[src/rtl/complex_multiframe_echo_filter_macros.svh]
// Assertion macros for the complex multi-frame echo filter.
`ifndef COMPLEX_MULTIFRAME_ECHO_FILTER_MACROS_SVH
`define COMPLEX_MULTIFRAME_ECHO_FILTER_MACROS_SVH

// Same-cycle implication.
`define CMEF_ASSERT_IMPL(lbl, clk, rstn, ante, cons, msg) \
	lbl: assert property (@(posedge clk) disable iff (!rstn) (ante) |-> (cons)) \
		else $error(msg);

// Next-cycle implication.
`define CMEF_ASSERT_NEXT(lbl, clk, rstn, ante, cons, msg) \
	lbl: assert property (@(posedge clk) disable iff (!rstn) (ante) |=> (cons)) \
		else $error(msg);

`endif

[src/rtl/cmef_pkg.sv]
// Shared types and constants for the complex multi-frame echo filter.
`timescale 1ns / 1ps

package cmef_pkg;

	localparam int SPEC_W    = 24;
	localparam int TAP_W     = 16;
	localparam int BIN_IN_W  = 10;
	localparam int TIDX_W    = 4;
	localparam int PROD_W    = SPEC_W + TAP_W;
	localparam int FRAC_BITS = 11;
	localparam int SPEC_MAX  = 8388607;
	localparam int SPEC_MIN  = -8388608;

	localparam logic OP_TAP = 1'b0;
	localparam logic OP_BIN = 1'b1;

	// controller -> datapath
	typedef struct packed {
		logic load;      // capture input word
		logic tap_wr;    // write tap pair
		logic slot_adv;  // advance ring slot (frame start)
		logic mod_q;     // bin quotient step
		logic mod_r;     // bin remainder step, accumulator init
		logic ring_wr;   // store reference at current slot
		logic rd_step;   // one ring read + tap fetch
		logic clr_wr;    // clear sweep write
		logic out_load;  // load output register
		logic bypass;    // pass mic through
	} cmd_t;

	// datapath -> controller
	typedef struct packed {
		logic is_bin;
		logic frame_start;
		logic clr_last;
		logic k_last;
		logic pipe_busy;
	} stat_t;

endpackage

[src/rtl/cmef_ctrl.sv]
// Controller: sequences clear sweep, tap writes, bin processing and output handoff.
`timescale 1ns / 1ps

module cmef_ctrl (
	input  logic              clk,
	input  logic              arst_n,
	input  logic              in_valid,
	output logic              in_ready,
	output logic              out_valid,
	input  logic              out_ready,
	input  logic              cfg_valid,
	output logic              cfg_ready,
	input  logic              cfg_data,
	input  cmef_pkg::stat_t   stat,
	output cmef_pkg::cmd_t    cmd
);
	import cmef_pkg::*;

	localparam logic [2:0] S_CLR   = 3'd0;
	localparam logic [2:0] S_IDLE  = 3'd1;
	localparam logic [2:0] S_DEC   = 3'd2;
	localparam logic [2:0] S_MODR  = 3'd3;
	localparam logic [2:0] S_WR    = 3'd4;
	localparam logic [2:0] S_RD    = 3'd5;
	localparam logic [2:0] S_DRAIN = 3'd6;
	localparam logic [2:0] S_OUT   = 3'd7;

	logic [2:0] state_q, state_d;
	logic       filter_enable_q;
	logic       out_valid_q;
	logic       out_free;

	assign in_ready  = (state_q == S_IDLE);
	assign cfg_ready = 1'b1;
	assign out_valid = out_valid_q;
	assign out_free  = !out_valid_q || out_ready;

	always_comb begin
		cmd          = '0;
		cmd.bypass   = !filter_enable_q;
		cmd.load     = in_valid && in_ready;
		state_d      = state_q;
		case (state_q)
			S_CLR: begin
				cmd.clr_wr = 1'b1;
				if (stat.clr_last) begin
					state_d = S_IDLE;
				end
			end
			S_IDLE: begin
				if (in_valid) begin
					state_d = S_DEC;
				end
			end
			S_DEC: begin
				if (!stat.is_bin) begin
					cmd.tap_wr = 1'b1;
					state_d    = S_IDLE;
				end else if (!filter_enable_q) begin
					state_d = S_OUT;
				end else begin
					cmd.slot_adv = stat.frame_start;
					cmd.mod_q    = 1'b1;
					state_d      = S_MODR;
				end
			end
			S_MODR: begin
				cmd.mod_r = 1'b1;
				state_d   = S_WR;
			end
			S_WR: begin
				cmd.ring_wr = 1'b1;
				state_d     = S_RD;
			end
			S_RD: begin
				cmd.rd_step = 1'b1;
				if (stat.k_last) begin
					state_d = S_DRAIN;
				end
			end
			S_DRAIN: begin
				if (!stat.pipe_busy) begin
					state_d = S_OUT;
				end
			end
			S_OUT: begin
				if (out_free) begin
					cmd.out_load = 1'b1;
					state_d      = S_IDLE;
				end
			end
			default: begin
				state_d = S_IDLE;
			end
		endcase
	end

	always_ff @(posedge clk or negedge arst_n) begin
		if (!arst_n) begin
			state_q         <= S_CLR;
			filter_enable_q <= 1'b1;
			out_valid_q     <= 1'b0;
		end else begin
			state_q <= state_d;
			if (cfg_valid && cfg_ready) begin
				filter_enable_q <= cfg_data;
			end
			if (cmd.out_load) begin
				out_valid_q <= 1'b1;
			end else if (out_ready) begin
				out_valid_q <= 1'b0;
			end
		end
	end

endmodule

[config.mk]
export PLATFORM = sky130hd
export DESIGN_NAME = cmef_ctrl
export DESIGN_NICKNAME = d
export VERILOG_FILES = /design/src/rtl/complex_multiframe_echo_filter_macros.svh /design/src/rtl/cmef_pkg.sv /design/src/rtl/cmef_ctrl.sv
export SDC_FILE = /design/constraint.sdc
export NUM_CORES = 1
export LEC_CHECK = 0
export BUFFER_PORTS_ARGS = -buffer_cell sky130_fd_sc_hd__buf_4
export CAP_MARGIN = 20
export CELL_PAD_IN_SITES_DETAIL_PLACEMENT = 0
export CELL_PAD_IN_SITES_GLOBAL_PLACEMENT = 1
export CORE_MARGIN = 3
export CORE_UTILIZATION = 25
export DETAILED_ROUTE_END_ITERATION = 7
export MAX_ROUTING_LAYER = met4
export PLACE_DENSITY_LB_ADDON = 0.1
export SLEW_MARGIN = 40
export SYNTH_ARGS = -nofsm -noshare
export SYNTH_HDL_FRONTEND = slang
export SYNTH_SLANG_ARGS = --single-unit
[constraint.sdc]
create_clock -name clk -period 2.9 [get_ports clk]
set_input_delay 0.435 -clock clk [delete_from_list [all_inputs] [get_ports clk]]
set_output_delay 0.435 -clock clk [all_outputs]
set_load 0.005 [all_outputs]
* Word level (Yosys, flattened, before mapping) *
Index checks and enable logic that the tools add are counted.

word-level totals
  bits in writable memories = 0
  latch bits = 0
  memories kept = 0
  input bits = 11
  bits in read-only memories = 0
  register bits = 5
  output and inout port bits = 13

cells by class
  $lt $le $gt $ge = 0
  bitwise gates (word level) = 0
  $mul = 0
  equality and inequality tests = 12
  muxes and demuxes = 20
  add/subtract/negate cells = 0
  divide/modulo/power cells = 0
  reductions and logical operators = 7
  shift operators = 0

operator list
  kind                                                 count
  two-way mux 3 bit                                    8
  case mux 3 bit (8 select lines)                      1
  equality test 3 bit, second input constant           4
  inequality test 2 bit, second input constant         5
  two-way mux 1 bit                                    9
  equality test 3 x 2 -> 1 bit, second input constant  2
  AND reduction 5 bit                                  1
  two-way mux 2 bit                                    2
  equality test 3 x 1 -> 1 bit, second input constant  1
  zero test 3 bit                                      1
  zero test 1 bit                                      2
  nonzero test 2 bit                                   1
  logical AND 1 bit                                    1
  logical OR 1 bit                                     1

* Longest topological paths before layout *
  depth in word-level cells = 5
  mapped depth = 4
  gate-level depth less buffers = 3

* Least setup slack after synthesis *
No wires, ideal clock.

  kind = register to output
  start point = reg filter_enable_q
  end point = out cmd[7] (netlist bit)
  setup slack = 1.459 ns
  stages on the path, launching flop included = 4
  data required time = 2.465 ns
  arrival = 1.006 ns
  cells stage by stage = dfstp_2 > nand2_1 > nor4b_2 > and2_1

RTL lines
  what                    line              RTL
  from (decl)             cmef_ctrl.sv:29   logic filter_enable_q;
  from (signal assigned)  cmef_ctrl.sv:106  filter_enable_q <= cfg_data;
  to (decl)               cmef_ctrl.sv:15   output cmef_pkg::cmd_t cmd

==> impl_metrics.json <==
{
  "status": "finished clean",
  "cts.reportedPaths.clkPinSlew_ns": 0.04,
  "period_minus_slack_ns": 1.84,
  "finish.utilization": 0.417,
  "dp_hpwl_um": 684,
  "cp-startpoint": "state_q[1]",
  "dp_slack_ns": 1.29,
  "cts_tree": "built",
  "vias_per_cell": 4.64,
  "ir_drop_v": 0.000379,
  "path_class": "flip-flop to output port",
  "synth_cell_type_count": 28,
  "grt_pass1_wl_um": 1490,
  "drive_gt1_frac": 0.485,
  "cp.required_ns": 2.47,
  "die_x_um": 45.0,
  "area_delta_synth_final_pct": 49.7,
  "grt_max_degree": 15,
  "die_h_um": 45.0,
  "hold_viol_final": 0,
  "setup_tns_ns": 0,
  "syn_inst": 43,
  "start_util": 0.278,
  "power_density_nw_per_um2": 825,
  "cts_hold_buf": 1,
  "yosysWarnings": 0,
  "clockBufferDepth": 2,
  "drv_cap": 0,
  "grt_overflow": 0,
  "use_met3": 0.0598,
  "place_congestion": 0.673,
  "reg2reg_to": "state_q[0]",
  "io_buffers": 22,
  "clk_latency_ns": 0.24,
  "post_cts_resized": 0,
  "htreeDepth": 1,
  "grt_pass1_vias": 338,
  "wl_per_cell_um": 11.0,
  "post_cts_buffers": 0,
  "cp_max_fo": 14,
  "numCtsBuffers": 3,
  "cp.depth": 3,
  "design.core.area_um2": 1370,
  "firstDrtPassIters": 4,
  "met2_usage": 0.144,
  "rsz0062_at_grt": "no",
  "cts_sinks": 5,
  "dieArea_um2": 2030,
  "path_cells": "nor4b_2 -> and2_1 -> buf_4",
  "drt_iter0_markers": 3,
  "cp.buffers_inverters": 1,
  "max_freq_ghz": 0.544,
  "mostFrequentLayoutCells": "buf_4 (22), a21oi_1 (4), dfrtp_1 (4), nand2_1 (3), clkbuf_4 (3)",
  "critPathCapture": "cmd[7]",
  "min_path_type": "input pin to flip-flop",
  "crit_path_start_kind": "flip-flop",
  "row_count": 13,
  "worst_setup_path_end_kind": "output port",
  "ff2ff_path_depth": 3,
  "max_stage_delay_ns": 0.61,
  "r2r_slack_ns": 1.59,
  "top_usage_layer": "met2",
  "avgSynthCellArea_um2": 8.85,
  "p_leak_nw": 0.271,
  "gr-usage-met1": 0.142,
  "slew_violations": 0,
  "synth_seq_cells": 5,
  "nets": 78,
  "min_path_cells": 2,
  "period_share": 0.634,
  "synth_area_um2": 380,
  "diodes": 0,
  "fin_skew_ns": 0.00182,
  "routed_wirelength_um": 895,
  "vias": 376,
  "final.setup.worst_slack_ns": 1.06,
  "synth_fp_nets": 54,
  "cp_top_family": "flip-flops",
  "setup-violations-final": 0,
  "ys_seq_area_frac": 0.332,
  "ios": 24,
  "antenna_found_initial": 0,
  "post-route-drc-count": 0,
  "nFillCells": 153,
  "worstPathArrival_ns": 1.40,
  "cts-root-buf": "clkbuf_4",
  "drtAntennaViolNets": 0,
  "slowest_stage": "dfrtp_1",
  "worstReg2RegStart": "state_q[2]",
  "final_common_cell": "buf_4",
  "grtUsageTotal": 0.107
}
## sequential cells by signal, summed over array words and instances (netlist names)
register	cells
state_q	3
out_valid	1
filter_enable_q	1
## routing by layer
layer	wire length, um	up-vias
li1	-	189
met5	0	-
met1	406	165
met4	0	0
met2	372	22
met3	117	0
## cells in the mapped netlist
cell	number	area, um2
nor2_1	1	3.75
mux2_1	1	11.3
nor3b_2	1	12.5
conb_1	1	3.75
nor3b_1	1	7.51
or3_1	1	6.26
and2_1	2	12.5
dfrtp_1	4	100
nand3_1	2	10.0
buf_2	1	5.00
nor2_2	1	6.26
nor4b_2	2	30.0
buf_6	1	11.3
mux2i_1	1	10.0
buf_4	2	15.0
a2bb2oi_1	1	8.76
nand2_1	3	11.3
nor3_1	2	10.0
o21ai_1	1	5.00
a21oi_1	4	20.0
nand2b_1	2	12.5
inv_2	1	3.75
o21ai_0	1	5.00
inv_1	1	3.75
nor2b_1	2	12.5
and3_1	1	6.26
dfstp_2	1	26.3
nor3_2	1	10.0
## layout make-up
cell class	count	area (um2)	area share
multi-input cells	32	215	0.378
repair buffers	23	175	0.308
clock buffers	4	26.3	0.0462
flip-flops and latches	5	126	0.222
well taps	15	18.8	0.0330
inverters	2	7.51	0.0132
## cell families after synthesis
| logic type | share of synthesized area |
|---|---|
| simple gates | 0.398 |
| compound gates | 0.102 |
| buf+inv | 0.102 |
| flops | 0.332 |
| mux | 0.0559 |
| other cells | 0.00986 |
## metrics by stage
stage                     power, W  std cells  cell area, um2  hold WS (ns)
after floorplan           0.000309         43             380         0.139
after global placement    0.000395         76             533         0.239
after detailed placement  0.000396         76             533         0.240
after CTS                 0.000480         81             569         0.339
after global routing      0.000516         81             569         0.353
final                     0.000470         81             569         0.343
## worst min-delay path by stage
stage              start               to  slack, ns
2_1_floorplan     arst_n        out_valid       0.14
3_3_place_gp      arst_n        out_valid       0.24
3_5_place_dp      arst_n        out_valid       0.24
4_1_cts        cfg_valid  filter_enable_q       0.34
5_1_grt        cfg_valid  filter_enable_q       0.35
6_report       cfg_valid  filter_enable_q       0.34
## where the power goes
part           total [W]  internal (W)  switching, W
Sequential      0.000182     0.0000989     0.0000833
Clock          0.0000803     0.0000520     0.0000283
Combinational   0.000207      0.000133     0.0000737
Total           0.000470      0.000284      0.000185
(Power assumes the default switching activity.)
